$ cat src/rtl/hpa_pkg.sv
// shared constants and types for the hls pixel adjuster
`default_nettype none

package hpa_pkg;

  localparam int FRAC_BITS_DEF = 16;
  localparam int CH_W          = 8;
  localparam int SHIFT_W       = 18;
  localparam int CFG_IDX_W     = 2;
  localparam int CFG_DATA_W    = 18;
  localparam int NUM_SHIFTS    = 3;
  // widest divisor: six times the channel spread
  localparam int DIV_DEN_W     = 11;
  // lightness divisor, twice full scale
  localparam int L_DEN         = 510;
  // register stages of the back conversion
  localparam int BACK_LAT      = 4;

  typedef enum logic [CFG_IDX_W-1:0] {
    CFG_HUE_SHIFT   = 2'd0,
    CFG_SAT_SHIFT   = 2'd1,
    CFG_LIGHT_SHIFT = 2'd2,
    CFG_KEEP_LUM    = 2'd3
  } cfg_reg_e;

  // hue sextants, named by the channel that is rising or falling
  localparam logic [2:0] SEXT_GREEN_RISE = 3'd0;
  localparam logic [2:0] SEXT_RED_FALL   = 3'd1;
  localparam logic [2:0] SEXT_BLUE_RISE  = 3'd2;
  localparam logic [2:0] SEXT_GREEN_FALL = 3'd3;
  localparam logic [2:0] SEXT_RED_RISE   = 3'd4;

endpackage

`default_nettype wire

$ cat src/rtl/hpa_div.sv
// pipelined restoring divider, one quotient bit per stage
`default_nettype none

module hpa_div import hpa_pkg::*; #(
  parameter int QUO_W = FRAC_BITS_DEF + 1,
  parameter int DEN_W = DIV_DEN_W,
  parameter int NUM_W = DEN_W + QUO_W - 1
) (
  input  wire logic             clk_i,
  input  wire logic             en_i,
  input  wire logic [NUM_W-1:0] num_i,
  input  wire logic [DEN_W-1:0] den_i,
  output logic      [QUO_W-1:0] quo_o
);

  logic [NUM_W-1:0] rem_q [QUO_W];
  logic [DEN_W-1:0] den_q [QUO_W];
  logic [QUO_W-1:0] quo_q [QUO_W];

  for (genvar s = 0; s < QUO_W; s++) begin : g_stage
    localparam int BitIdx = QUO_W - 1 - s;
    logic [NUM_W-1:0] rem_in, trial, rem_d;
    logic [DEN_W-1:0] den_in;
    logic [QUO_W-1:0] quo_in, quo_d;
    logic             ge;

    if (s == 0) begin : g_first
      assign rem_in = num_i;
      assign den_in = den_i;
      assign quo_in = '0;
    end else begin : g_next
      assign rem_in = rem_q[s-1];
      assign den_in = den_q[s-1];
      assign quo_in = quo_q[s-1];
    end

    always_comb begin
      trial = NUM_W'(den_in) << BitIdx;
      ge    = (rem_in >= trial);
      rem_d = ge ? (rem_in - trial) : rem_in;
      quo_d = quo_in;
      quo_d[BitIdx] = ge;
    end

    always_ff @(posedge clk_i) begin
      if (en_i) begin
        rem_q[s] <= rem_d;
        den_q[s] <= den_in;
        quo_q[s] <= quo_d;
      end
    end
  end

  assign quo_o = quo_q[QUO_W-1];

endmodule

`default_nettype wire

$ cat config.mk
export PLATFORM = sky130hd
export DESIGN_NAME = hpa_div
export DESIGN_NICKNAME = d
export VERILOG_FILES = /design/src/rtl/hpa_pkg.sv /design/src/rtl/hpa_div.sv
export SDC_FILE = /design/constraint.sdc
export NUM_CORES = 1
export LEC_CHECK = 0
export ABC_CLOCK_PERIOD_IN_PS = 5950
export BUFFER_PORTS_ARGS = -buffer_cell sky130_fd_sc_hd__buf_2
export CAP_MARGIN = 5
export CORE_MARGIN = 2
export CORE_UTILIZATION = 45
export CTS_CLUSTER_SIZE = 10
export DETAILED_ROUTE_END_ITERATION = 8
export GPL_TIMING_DRIVEN = 0
export PLACE_DENSITY = 0.62
export SLEW_MARGIN = 20
export SYNTH_ARGS = -nofsm -noshare
export SYNTH_HDL_FRONTEND = slang
export SYNTH_SLANG_ARGS = --single-unit
$ cat constraint.sdc
create_clock -name clk_i -period 5.95 [get_ports clk_i]
set_input_delay 0.2975 -clock clk_i [delete_from_list [all_inputs] [get_ports clk_i]]
set_output_delay 0.2975 -clock clk_i [all_outputs]
set_load 0.01 [all_outputs]
=== Word level (Yosys, flattened, before mapping) ===
Memories as Yosys holds them, arrays and structs flattened.
Index checks and enable logic that the tools add are counted.

* $add $sub $neg: 17
* Multiply operators: 0
* Div/mod/pow operators: 0
* Order comparisons: 17
* Equal/unequal tests: 0
* Shift operators: 0
* Mux-type cells: 19
* Bitwise gates (word level): 0
* Reduce and logical (&&, ||, !) cells: 0

{| class="wikitable"
|+ Operators with widths
! cell !! number
|-
| two-way mux 27 bit || 17
|-
| >= comparator 27 x 11 -> 1 bit || 1
|-
| >= comparator 27 x 12 -> 1 bit || 1
|-
| >= comparator 27 x 13 -> 1 bit || 1
|-
| >= comparator 27 x 14 -> 1 bit || 1
|-
| >= comparator 27 x 15 -> 1 bit || 1
|-
| >= comparator 27 x 16 -> 1 bit || 1
|-
| >= comparator 27 x 17 -> 1 bit || 1
|-
| >= comparator 27 x 18 -> 1 bit || 1
|-
| >= comparator 27 x 19 -> 1 bit || 1
|-
| >= comparator 27 x 20 -> 1 bit || 1
|-
| >= comparator 27 x 21 -> 1 bit || 1
|-
| >= comparator 27 x 22 -> 1 bit || 1
|-
| >= comparator 27 x 23 -> 1 bit || 1
|-
| >= comparator 27 x 24 -> 1 bit || 1
|-
| >= comparator 27 x 25 -> 1 bit || 1
|-
| >= comparator 27 x 26 -> 1 bit || 1
|-
| >= comparator 27 bit || 1
|-
| subtractor 27 x 11 -> 27 bit || 1
|-
| subtractor 27 x 12 -> 27 bit || 1
|-
| subtractor 27 x 13 -> 27 bit || 1
|-
| subtractor 27 x 14 -> 27 bit || 1
|-
| subtractor 27 x 15 -> 27 bit || 1
|-
| subtractor 27 x 16 -> 27 bit || 1
|-
| 12 further kinds || 13
|}

* Register bits: 0
* Latch bits: 0
* RAM bits: 935
* Memory bits (read-only): 0
* Bits of input ports: 40
* Output and inout bits: 17
* Logic and storage cells: 56
* Memories: 3

{| class="wikitable"
|+ Memory list
! memory !! words !! bits a word !! read ports !! clocked after Yosys merged registers in !! write ports !! line !! RTL
|-
| rem_q || 17 || 27 || 16 || 0 || 17 || hpa_div.sv:16 || <nowiki>logic [NUM_W-1:0] rem_q [QUO_W];</nowiki>
|-
| quo_q || 17 || 17 || 17 || 0 || 17 || hpa_div.sv:18 || <nowiki>logic [QUO_W-1:0] quo_q [QUO_W];</nowiki>
|-
| den_q || 17 || 11 || 16 || 0 || 17 || hpa_div.sv:17 || <nowiki>logic [DEN_W-1:0] den_q [QUO_W];</nowiki>
|}

=== Longest topological paths before layout ===
An unclocked memory read counts as a cell.

* Depth after elaboration: 3
* Mapped depth: 13
* Mapped depth without buffers: 11

=== Worst setup path before layout ===
No wires, ideal clock.

* Kind: register to register
* Start: memory rem_q[0][327] (netlist name)
* End: memory rem_q[0][374] (netlist name) (data pin)
* Library setup time: 0.259 ns
* Arrival time: 2.617 ns
* Required time: 5.691 ns
* Path slack: 3.074 ns
* Stages on the path, launching flop included: 12
* Buffers on the path: 0
* Clock period less this slack: 2.876 ns
* Path through: edfxtp_1 inv_1 ha_1 inv_1 fa_1 a211oi_1 o21ai_0 a31oi_1 o211ai_1 nor3b_1 nand2b_1 xnor2_1

{| class="wikitable"
|+ RTL lines
! item !! line
|-
| start: declaration || hpa_div.sv:16
|}

==> reports/qor.txt <==
run status -> completed
post-synthesis sequential area ratio -> 62.4%
Clock Tree Root -> clkbuf_16
Setup-failing EPs final -> 0
Pleak -> 15.3 nW
Clock Pin Slew Worst Setup and Hold Paths -> 50 ps
number of flops mapped to enable cells by yosys -> 761
area delta synth->final -> 12.5%
DRC errors left -> 0
die area -> 0.0837 sq mm
flops & latches, synth -> 761
port bufs -> 56
row cnt -> 104
ANT nets after route -> 0
router iterations before antenna repair -> 5
vias per inst -> 5.52
nets@finish -> 3254
worst slew pin tran -> 876 ps
slowest stage cell, crit path -> a31oi_1
Hold Vio Cnt, Final -> 0
vias -> 22604
die height -> 289 um
Crit path top cell by count -> inv_1
critical path required time -> 6310 ps
number of global-route vias before repair -> 22584
Post-synth top flop -> edfxtp_1
clk sinks -> 761
initial antenna violation count -> 0
Peak VDD IR -> 0.217 mV
Worst Hold End -> rem_q[0][16]
R2R depth -> 11
final clock skew -> 38.3 ps
CP peak stage delay -> 600 ps
Wirelength per Cell -> 18.7 um
Mapped Area -> 0.0366 sq mm
GPL Wtd Cong -> 0.889
crit path launch type -> flip-flop
Total Routing Usage GR -> 18.5%
CP Capture Type -> flip-flop
drt initial violations -> 1785
flop2flop setup slack -> 2310 ps
largest net degree at the start of global routing -> 107
post-synth cell types -> 87
clock period minus worst slack -> 3640 ps
worst reg2reg path endpoint -> rem_q[0][372]
CP delay by family, top -> compound AO/OA/AOI/OAI gates
Max Cap Viol -> 0
WHS Path Cells -> 3
Crit Path Category -> flip-flop to flip-flop
simple-gate share of the synthesized area -> 10.6%
total gr overflow -> 0
WP data arrival -> 4000 ps
Slew Limit Headroom -> 40.8%
H-tree depth -> 3
first-pass GRT wire length -> 122000 um
top cell type's share of synthesized area -> 62.4%
Post-synth ARST share -> 0%
Detailed Route WL -> 76600 um
period utilisation layout -> 61.2%
Critical path origin -> rem_q[0][327]
max-slew violations -> 0
Die Wd -> 289 um
core area -> 0.0805 sq mm
RSZ-0062 raised after global routing -> no
clk_lat worst skew -> 650 ps
CTS buffer count -> 89
Final WS setup -> 2310 ps
Syn Area/Cell -> 13.0 sq um
multiplexer share of the synthesized area -> 1.69%
Power Dens Cells -> 417 mW/mm^2
Final HPWL DP -> 56700 um
Yosys top cell by area -> edfxtp_1
Longest Clk Path Bufs -> 3
pre-CTS WS -> 2340 ps
Post-Synth Adder-Cell Area -> 7.26%
top post-synthesis cells by area -> edfxtp_1 (62%), ha_1 (6.4%), xor2_1 (2.7%)
IO Pins -> 57
Ys Warns -> 0
crit-path cells -> inv_1 > ha_1 > inv_1 > fa_1 > a211oi_1 > o21ai_0 > a31oi_1 > o211ai_1 > nor3b_1 > nand2_1 > xnor2_1
post-layout util -> 51.2%
compound-cell area share of the yosys netlist -> 9.85%
Mapped Nets -> 3066
layout cell share with drive strength beyond 1 -> 8.59%
worst hold start -> num_i[16]
CTS tree -> yes
largest family of logic cells by synthesized area -> simple AND/OR/NAND/NOR gates
Post-Syn Instances -> 2823
Hold Crit Class -> primary input to flip-flop
reg2reg start -> rem_q[0][327]
initial core utilization -> 45.5%
XOR/XNOR share of the synthesized area -> 5.12%
CP bufs+invs -> 2
crit path max fanout -> 6
Achievable Freq -> 275 MHz
==> where the power goes <==
group | switching, mW | internal (mW)
Clock | 1.98 | 2.68
Combinational | 2.62 | 2.03
Sequential | 0.720 | 7.18
==> synth_stat cells (21+ instances only) <==
cell type,count
edfxtp_1,761
inv_1,244
nor2_1,210
ha_1,187
a21oi_1,145
nand2_1,127
o21ai_0,124
xor2_1,112
xnor2_1,102
nor3_1,73
a21o_1,54
nor4_1,54
o21a_1,52
mux2_2,47
nor2b_1,45
nand4_1,41
nand3_1,40
clkbuf_1,32
nand2b_1,26
a31oi_1,22
or3_1,21
==> kinds of logic after synthesis <==
kind of cell	Yosys count
buffers and inverters	290
adder cells (fa/ha/maj)	203
AO/OA/AOI/OAI	552
AND/OR/NAND/NOR	748
multiplexers	55
flip-flops	761
XOR/XNOR	214
==> metrics by stage <==
step | hold slack (ps) | std cells | instance area [sq um] | power [mW] | setup TNS, ps
detailed placement | 405 | 3947 | 38500 | 12.6 | 0
global route | 48.5 | 4097 | 41200 | 18.2 | 0
floorplan | 396 | 2823 | 36600 | 11.2 | 0
finish | 70.4 | 4098 | 41200 | 17.2 | 0
CTS | 21.7 | 4097 | 41200 | 17.3 | 0
global placement | 401 | 3939 | 38200 | 12.5 | -5001860
==> placed cells by master (no fill, tap or decap), types with 33 or more instances in the layout <==
cell type / instances
nor2b_1: 45
nand2_1: 127
a21o_1: 54
nor3_1: 73
ha_1: 187
dlygate4sd3_1: 33
a21oi_1: 145
mux2_2: 47
o21ai_0: 124
nand3_1: 40
buf_2: 63
edfxtp_1: 761
clkbuf_1: 43
clkbuf_16: 89
nand4_1: 41
inv_1: 244
o21a_1: 52
nor4_1: 53
xor2_1: 112
xnor2_1: 102
nor2_1: 210
==> worst register-to-register path, stage by stage, from the launching register on <==
cell and delay [ps]:
edfxtp_1 380, inv_1 70, ha_1 140, inv_1 60, fa_1 430, a211oi_1 360, o21ai_0 170, a31oi_1 600
o211ai_1 250, nor3b_1 600, nand2_1 160, xnor2_1 160
==> worst max-delay path by stage <==
stage          slack, ps             to  cells after the start
2_1_floorplan       3070  rem_q[0][374]                     11
3_3_place_gp       -6680  rem_q[0][420]                      1
3_5_place_dp        2340  rem_q[0][372]                     11
4_1_cts             2290  rem_q[0][372]                      8
5_1_grt             2090  rem_q[0][372]                     11
6_report            2310  rem_q[0][372]                     11
==> timing repair <==
item	CTS	global route
endpoints found under the hold margin	37	0
resized for setup	0	0
hold buffers	33	0
setup buffers	0	0
==> sequential cells by signal (all words and copies together), names as in the netlist <==
name,flops
quo_q,153
rem_q,432
den_q,176
==> layout make-up <==
cell class	instances	area (sq um)
Tap cell	1060	1330
Clock inverter	17	128
Buffer	45	198
Multi-Input combinational cell	1772	12700
Antenna cell	1	2.50
Inverter	245	920
Sequential cell	761	22900
Timing Repair Buffer	97	841
Fill cell	6839	39300
Clock buffer	100	2270
==> metal layers <==
layer	wire, um	up-vias	track usage (%)
met5	0	-	0
met4	1820	0	5.48
met3	3620	122	2.87
met2	37800	602	31.6
met1	33400	10942	24.3
li1	-	10938	-
Power figures use the tool's default switching activity.
