==> config.mk <==
export PLATFORM = sky130hd
export DESIGN_NAME = hpa_hls2rgb
export DESIGN_NICKNAME = d
export VERILOG_FILES = /design/src/rtl/hpa_pkg.sv /design/src/rtl/hpa_hls2rgb.sv
export SDC_FILE = /design/constraint.sdc
export NUM_CORES = 2
export LEC_CHECK = 0
export BUFFER_PORTS_ARGS = -buffer_cell sky130_fd_sc_hd__buf_2
export CAP_MARGIN = 20
export CORE_ASPECT_RATIO = 0.8
export CORE_MARGIN = 4
export CORE_UTILIZATION = 45
export DETAILED_ROUTE_END_ITERATION = 8
export GPL_ROUTABILITY_DRIVEN = 1
export GPL_TIMING_DRIVEN = 0
export PLACE_DENSITY_LB_ADDON = 0.3
export SYNTH_ARGS = -nofsm -noshare
export SYNTH_HDL_FRONTEND = slang
export SYNTH_SLANG_ARGS = --single-unit
==> constraint.sdc <==
create_clock -name clk_i -period 9.4 [get_ports clk_i]
set_clock_uncertainty 0.15 [all_clocks]
set_input_delay 1.88 -clock clk_i [delete_from_list [all_inputs] [get_ports clk_i]]
set_output_delay 1.88 -clock clk_i [all_outputs]
set_load 0.02 [all_outputs]
==> src/rtl/hpa_pkg.sv <==
// shared constants and types for the hls pixel adjuster
`default_nettype none

package hpa_pkg;

  localparam int FRAC_BITS_DEF = 16;
  localparam int CH_W          = 8;
  localparam int SHIFT_W       = 18;
  localparam int CFG_IDX_W     = 2;
  localparam int CFG_DATA_W    = 18;
  localparam int NUM_SHIFTS    = 3;
  // widest divisor: six times the channel spread
  localparam int DIV_DEN_W     = 11;
  // lightness divisor, twice full scale
  localparam int L_DEN         = 510;
  // register stages of the back conversion
  localparam int BACK_LAT      = 4;

  typedef enum logic [CFG_IDX_W-1:0] {
    CFG_HUE_SHIFT   = 2'd0,
    CFG_SAT_SHIFT   = 2'd1,
    CFG_LIGHT_SHIFT = 2'd2,
    CFG_KEEP_LUM    = 2'd3
  } cfg_reg_e;

  // hue sextants, named by the channel that is rising or falling
  localparam logic [2:0] SEXT_GREEN_RISE = 3'd0;
  localparam logic [2:0] SEXT_RED_FALL   = 3'd1;
  localparam logic [2:0] SEXT_BLUE_RISE  = 3'd2;
  localparam logic [2:0] SEXT_GREEN_FALL = 3'd3;
  localparam logic [2:0] SEXT_RED_RISE   = 3'd4;

endpackage

`default_nettype wire

==> src/rtl/hpa_hls2rgb.sv <==
// four-stage hls to rgb back conversion
`default_nettype none

module hpa_hls2rgb import hpa_pkg::*; #(
  parameter int FRAC_BITS = FRAC_BITS_DEF
) (
  input  wire logic                 clk_i,
  input  wire logic                 en_i,
  input  wire logic [FRAC_BITS:0]   ll_i,
  input  wire logic [FRAC_BITS:0]   ss_i,
  input  wire logic [FRAC_BITS-1:0] hh_i,
  output logic      [CH_W-1:0]      red_o,
  output logic      [CH_W-1:0]      green_o,
  output logic      [CH_W-1:0]      blue_o
);

  localparam int F = FRAC_BITS;
  localparam logic [F:0]     ONE_V  = (F+1)'(1) << F;
  localparam logic [F:0]     HALF_V = (F+1)'(1) << (F-1);
  localparam logic [2*F+1:0] HALF_P = (2*F+2)'(1) << (F-1);
  localparam logic [2*F:0]   HALF_Q = (2*F+1)'(1) << (F-1);

  function automatic logic [CH_W-1:0] to8(input logic [F:0] x);
    logic [CH_W:0] y;
    y = x[F:F-CH_W];
    return y[CH_W] ? {CH_W{1'b1}} : y[CH_W-1:0];
  endfunction

  // stage 1: lightness times saturation, six times hue
  logic [2*F+1:0] prod_q;
  logic [F+2:0]   h6_q;
  logic [F:0]     ll1_q, ss1_q;

  always_ff @(posedge clk_i) begin
    if (en_i) begin
      prod_q <= ll_i * ss_i;
      h6_q   <= {1'b0, hh_i, 2'b00} + {2'b00, hh_i, 1'b0};
      ll1_q  <= ll_i;
      ss1_q  <= ss_i;
    end
  end

  // stage 2: top and bottom levels
  logic [2*F+1:0]     prod_r;
  logic [F:0]         mls;
  logic signed [F+2:0] top_s, bot_s;
  logic [F:0]         top_d, bot_d;
  logic [F:0]         top2_q, bot2_q;
  logic [2:0]         sext2_q;
  logic [F-1:0]       frac2_q;

  always_comb begin
    prod_r = prod_q + HALF_P;
    mls    = prod_r[2*F:F];
    if (ll1_q <= HALF_V) begin
      top_s = $signed({2'b00, ll1_q}) + $signed({2'b00, mls});
    end else begin
      top_s = $signed({2'b00, ll1_q}) + $signed({2'b00, ss1_q}) - $signed({2'b00, mls});
    end
    if (top_s < 0) begin
      top_d = '0;
    end else if (top_s > $signed({2'b00, ONE_V})) begin
      top_d = ONE_V;
    end else begin
      top_d = top_s[F:0];
    end
    bot_s = $signed({1'b0, ll1_q, 1'b0}) - $signed({2'b00, top_d});
    if (bot_s < 0) begin
      bot_d = '0;
    end else if (bot_s > $signed({2'b00, top_d})) begin
      bot_d = top_d;
    end else begin
      bot_d = bot_s[F:0];
    end
  end

  always_ff @(posedge clk_i) begin
    if (en_i) begin
      top2_q  <= top_d;
      bot2_q  <= bot_d;
      sext2_q <= h6_q[F+2:F];
      frac2_q <= h6_q[F-1:0];
    end
  end

  // stage 3: span times sextant fraction
  logic [2*F:0] qp_q;
  logic [F:0]   top3_q, bot3_q;
  logic [2:0]   sext3_q;

  always_ff @(posedge clk_i) begin
    if (en_i) begin
      qp_q    <= (top2_q - bot2_q) * frac2_q;
      top3_q  <= top2_q;
      bot3_q  <= bot2_q;
      sext3_q <= sext2_q;
    end
  end

  // stage 4: pick channels by sextant
  logic [2*F:0] qp_r;
  logic [F:0]   q, rise, fall;
  logic [F:0]   r_d, g_d, b_d;

  always_comb begin
    qp_r = qp_q + HALF_Q;
    q    = qp_r[2*F:F];
    rise = bot3_q + q;
    fall = top3_q - q;
    case (sext3_q)
      SEXT_GREEN_RISE: begin r_d = top3_q; g_d = rise;   b_d = bot3_q; end
      SEXT_RED_FALL:   begin r_d = fall;   g_d = top3_q; b_d = bot3_q; end
      SEXT_BLUE_RISE:  begin r_d = bot3_q; g_d = top3_q; b_d = rise;   end
      SEXT_GREEN_FALL: begin r_d = bot3_q; g_d = fall;   b_d = top3_q; end
      SEXT_RED_RISE:   begin r_d = rise;   g_d = bot3_q; b_d = top3_q; end
      default:         begin r_d = top3_q; g_d = bot3_q; b_d = fall;   end
    endcase
  end

  always_ff @(posedge clk_i) begin
    if (en_i) begin
      red_o   <= to8(r_d);
      green_o <= to8(g_d);
      blue_o  <= to8(b_d);
    end
  end

endmodule

`default_nettype wire
# After elaboration in Yosys (flattened, before gate mapping)

Index checks and enable logic that the tools add are counted.

Output and inout port bits: 24
Input port bits: 52
Logic and storage cells: 48
Flip-flop bits (word level): 233

Multipliers: 2
Equality and inequality tests: 4
Reductions and logical operators: 5
$add $sub $neg: 10
Magnitude comparators: 5
Mux-type cells: 7

Operator list:

| kind                                                             | count |
|---|---|
| case mux 17 bit (3 select lines)                                 | 3 |
| adder 33 x 16 -> 33 bit, second input constant                   | 2 |
| 2-to-1 mux 17 bit                                                | 3 |
| < comparator 19 x 1 -> 1 bit, second input constant              | 2 |
| subtractor 18 x 17 -> 19 bit                                     | 2 |
| adder 17 x 17 -> 18 bit                                          | 2 |
| multiplier 17 x 17 -> 33 bit                                     | 1 |
| multiplier 18 x 17 -> 33 bit                                     | 1 |
| adder 18 x 17 -> 19 bit                                          | 1 |
| > comparator 19 x 18 -> 1 bit                                    | 1 |
| > comparator 19 x 18 -> 1 bit, second input constant             | 1 |
| 2-to-1 mux 19 bit                                                | 1 |
| subtractor 17 x 17 -> 18 bit                                     | 1 |
| adder 17 bit                                                     | 1 |
| less-or-equal comparator 17 x 16 -> 1 bit, second input constant | 1 |
| subtractor 17 bit                                                | 1 |
| OR reduction 2 bit                                               | 4 |
| == test 3 x 2 -> 1 bit, second input constant                    | 2 |
| == test 3 x 1 -> 1 bit, second input constant                    | 1 |
| == test 3 bit, second input constant                             | 1 |
| logical NOT 3 bit                                                | 1 |

# Depth between registers and ports, before layout

Word-level depth: 9
Mapped depth: 43
Depth with buffers taken out: 42

# Worst setup path before layout

No wires, ideal clock.

Path type: register to register
From: register top2_q[0]
To: register qp_q[31], data pin
Setup time: 258 ps
Stages on the path, launching flop included: 40
Slack: 567 ps
Clock period less this slack: 8833 ps
Path buffers: 1
Arrival: 8425 ps
Required time: 8992 ps
Cell sequence: edfxtp_1 inv_1 ha_1 inv_1 fa_1 a21o_1 a21oi_1 o21ai_0 a21oi_1 o21bai_1 a21oi_1 o21bai_1 a21oi_1 o21ai_0 a21o_1 a21oi_1 xnor2_1 clkbuf_1 [4 not listed] inv_1 fa_1 fa_1 fa_1 inv_1 fa_1 ha_1 a21oi_1 nor2b_1 o21ai_0 o21a_1 o21ai_1 a41o_1 o41ai_4 o21ai_1 or2_1 a21oi_1 xnor2_1

Cells in the longest elaborated chain, start to end: 2

RTL lines:

| what                         | line              | source |
|---|---|---|
| from (decl)                  | hpa_hls2rgb.sv:48 | `logic [F:0] top2_q, bot2_q;` |
| from (signal assigned)       | hpa_hls2rgb.sv:79 | `top2_q <= top_d;` |
| subtractor 17 x 17 -> 18 bit | hpa_hls2rgb.sv:93 | `qp_q <= (top2_q - bot2_q) * frac2_q;` |
| multiplier 18 x 17 -> 33 bit | hpa_hls2rgb.sv:93 |  |
| to (signal assigned)         | hpa_hls2rgb.sv:93 |  |
| to (decl)                    | hpa_hls2rgb.sv:87 | `logic [2*F:0] qp_q;` |

Every way passes these cells.
A chain may end at the register's enable or synchronous reset.

# Worst setup path after layout

From: input ss_i[7]
To: register prod_q[31], data pin

Cells in the longest elaborated chain, start to end: 1

RTL lines:

| what                         | line              | source |
|---|---|---|
| from (decl)                  | hpa_hls2rgb.sv:10 | `input wire logic [FRAC_BITS:0] ss_i,` |
| multiplier 17 x 17 -> 33 bit | hpa_hls2rgb.sv:36 | `prod_q <= ll_i * ss_i;` |
| to (signal assigned)         | hpa_hls2rgb.sv:36 |  |
| to (decl)                    | hpa_hls2rgb.sv:30 | `logic [2*F+1:0] prod_q;` |

Every way passes these cells.

==> flow_metrics.env <==
export IMPL_core_sq_mm=0.0721
export IMPL_final_cell_mix="inv_1 (657), fa_1 (498), nand2_1 (436)"
export IMPL_endpoint_kind="register"
export IMPL_yosysWarnings=0
export IMPL_syn_area_per_cell_sq_um=9.49
export IMPL_whs_ps=267
export IMPL_fillers=6711
export IMPL_die_height_microns=249
export IMPL_finalSetupTns_ps=0
export IMPL_crit_fanout=10
export IMPL_grt_start_max_net_pins=122
export IMPL_r2r_slack_ps=360
export IMPL_synth_ff_type="edfxtp_1"
export IMPL_wl_per_cell_microns=19.5
export IMPL_root_buffer="clkbuf_16"
export IMPL_maxSlewViolCount=0
export IMPL_drive_gt1_frac=0.0695
export IMPL_worst_setup_path_type="input port to register"
export IMPL_grt_overflow=0
export IMPL_rows=88
export IMPL_timing_final_crit_share=0.977
export IMPL_place_congestion=0.956
export IMPL_antenna_found_initial=5
export IMPL_routed_wl_microns=88200
export IMPL_hold_path_endpoint="frac2_q[10]$_DFFE_PP_"
export IMPL_cts_tree="yes"
export IMPL_start_util=0.454
export IMPL_clk_pin_slew_ps=60
export IMPL_htree_levels=1
export IMPL_worstMarginPinSlew_ps=1130
export IMPL_ant_nets=0
export IMPL_hold_start="h6_q[10]$_DFFE_PP_"
export IMPL_whs_path_depth=0
export IMPL_grt_pass1_wl_microns=139000
export IMPL_grt_pass1_vias=24263
export IMPL_route_detailed_drc=0
export IMPL_synth_edff_count=201
export IMPL_synthCells=3453
export IMPL_ys_seq_area_frac=0.184
export IMPL_cp_required_ps=9550
export IMPL_start_kind="input port"
export IMPL_cp_arrival_ps=9340
export IMPL_die_area_sq_mm=0.0772
export IMPL_timing_slew_headroom=0.238
export IMPL_fin_crit_ps=9180
export IMPL_place_hpwl_microns=72200
export IMPL_dr_pass1_iters=5
export IMPL_min_path_type="register to register"
export IMPL_cts_buffers=23
export IMPL_worst_r2r_cell_count=35
export IMPL_synthDistinctLibCells=83
export IMPL_io_buffers=75
export IMPL_rr_startpoint="top2_q[0]$_DFFE_PP_"
export IMPL_track_usage=0.232
export IMPL_area_growth_pct=8.64
export IMPL_num_io_pins=76
export IMPL_via_per_inst=5.39
export IMPL_cap_violations=0
export IMPL_syn_num_nets=4337
export IMPL_final_common_cell="inv_1"
export IMPL_synthArstFlopShare=0
export IMPL_setup_viol=0
export IMPL_cts_hold_buf=0
export IMPL_fmax_mhz=109
export IMPL_cts_sinks=201
export IMPL_route_vias_total=24406
export IMPL_synth_seq_cells=201
export IMPL_syn_cell_area_sq_mm=0.0328
export IMPL_insertion_delay_ps=560
export IMPL_detail_route_iter0_violations=2266
export IMPL_status="complete, no violations"
export IMPL_clock_path_buffers=3
export IMPL_nNetsFinal=4450
export IMPL_timing_rr_end="qp_q[31]$_DFFE_PP_"
export IMPL_dieWidth_microns=310
export IMPL_hold_viol=0
-- routing by layer --
layer,GRT usage,up-vias,wire (microns)
met4,0.0389,4,1630
met5,0.00629,-,87
met3,0.0652,117,9500
li1,-,11310,-
met2,0.320,1015,35100
met1,0.362,11960,41900
-- flip-flops by register name, indices dropped and copies added (netlist names) --
name	flops
blue_o	8
bot2_q	17
green_o	8
top3_q	17
bot3_q	17
ss1_q	17
frac2_q	15
sext2_q	3
top2_q	17
red_o	8
qp_q	18
prod_q	18
h6_q	18
ll1_q	17
sext3_q	3
-- final cells by class --
| cell class | count | area [sq um] | share of cell area |
|---|---|---|---|
| antenna | 1 | 2.50 | 0.0000703 |
| buffer | 129 | 552 | 0.0155 |
| clock buffer | 25 | 583 | 0.0164 |
| clock inverter | 17 | 191 | 0.00538 |
| inverter | 657 | 2470 | 0.0693 |
| multi-input combinational | 2453 | 24000 | 0.674 |
| sequential | 201 | 6040 | 0.170 |
| tap | 945 | 1180 | 0.0332 |
| timing repair buffer | 101 | 604 | 0.0170 |
-- logic make-up (layout without fill, tap and decap cells) --
family,count (synthesis),in the layout,share of synthesized area
XOR/XNOR,156,156,0.0417
other,0,1,0
buffers and inverters,799,929,0.0919
multiplexers,52,52,0.0166
AND/OR/NAND/NOR,986,986,0.145
flip-flops,201,201,0.184
adder cells (fa/ha/maj),832,832,0.432
AO/OA/AOI/OAI,427,427,0.0882
-- Yosys cell counts, types with 16 or more instances --
library cell  number  area [sq um]
nand2b_1          18           113
nor2b_1           29           181
a21oi_1           94           470
xor2_1            54           473
o21bai_1          16           120
nand3_1           39           195
nand4_1           32           200
inv_1            657          2470
a31oi_1           29           181
nand2_1          436          1640
and2_1           214          1340
fa_1             500         10000
o21a_1            25           188
xnor2_1          102           893
o21ai_0           70           350
o211ai_1          25           188
nor2_1           116           435
a21o_1            39           293
and3_1            27           169
edfxtp_1         201          6040
nor3_1            27           135
clkbuf_1         136           510
mux2i_1           36           360
o22ai_1           16           100
ha_1             332          4150
-- worst max path at each step --
stage                        startpoint                   end  cells after the start
detailed placement  top2_q[0]$_DFFE_PP_    qp_q[31]$_DFFE_PP_                     39
finish                          ss_i[7]  prod_q[31]$_DFFE_PP_                     23
global placement    top2_q[0]$_DFFE_PP_    qp_q[31]$_DFFE_PP_                     39
global route        top2_q[0]$_DFFE_PP_    qp_q[31]$_DFFE_PP_                     38
CTS                 top2_q[0]$_DFFE_PP_    qp_q[31]$_DFFE_PP_                     36
floorplan           top2_q[0]$_DFFE_PP_    qp_q[31]$_DFFE_PP_                     39
-- critical path, cell delays in order --
cell and delay, ps:
buf_2 170, clkbuf_1 470, clkbuf_1 530, nand2_1 150, fa_1 500, inv_1 50
fa_1 480, inv_1 50, fa_1 510, fa_1 670, fa_1 460, inv_1 80
fa_1 430, ha_1 430, nand4_1 110, or3b_2 490, a31o_2 290, a211oi_1 350
o21a_1 300, o31a_1 220, nor2_1 80, a21oi_1 270, xor2_1 370
-- stage by stage --
step	util	cell area, sq um	setup slack (ps)	instances
finish	0.494	35600	215	4529
detailed placement	0.476	34400	-1240	4474
global route	0.494	35600	-36.8	4528
global placement	0.476	34300	-1250	4473
CTS	0.491	35400	7.16	4531
floorplan	-	32800	567	3453
-- what timing repair did --
| action | in CTS | in global routing |
|---|---|---|
| gates cloned | 0 | 1 |
| resized for setup | 38 | 74 |
| setup endpoints to repair | 31 | 27 |
| buffers inserted | 15 | 9 |
| pin swaps | 11 | 15 |
Power is left out: the tool's default activity adds up to more than one toggle a clock period on the data nets, which glitch-free logic cannot reach.
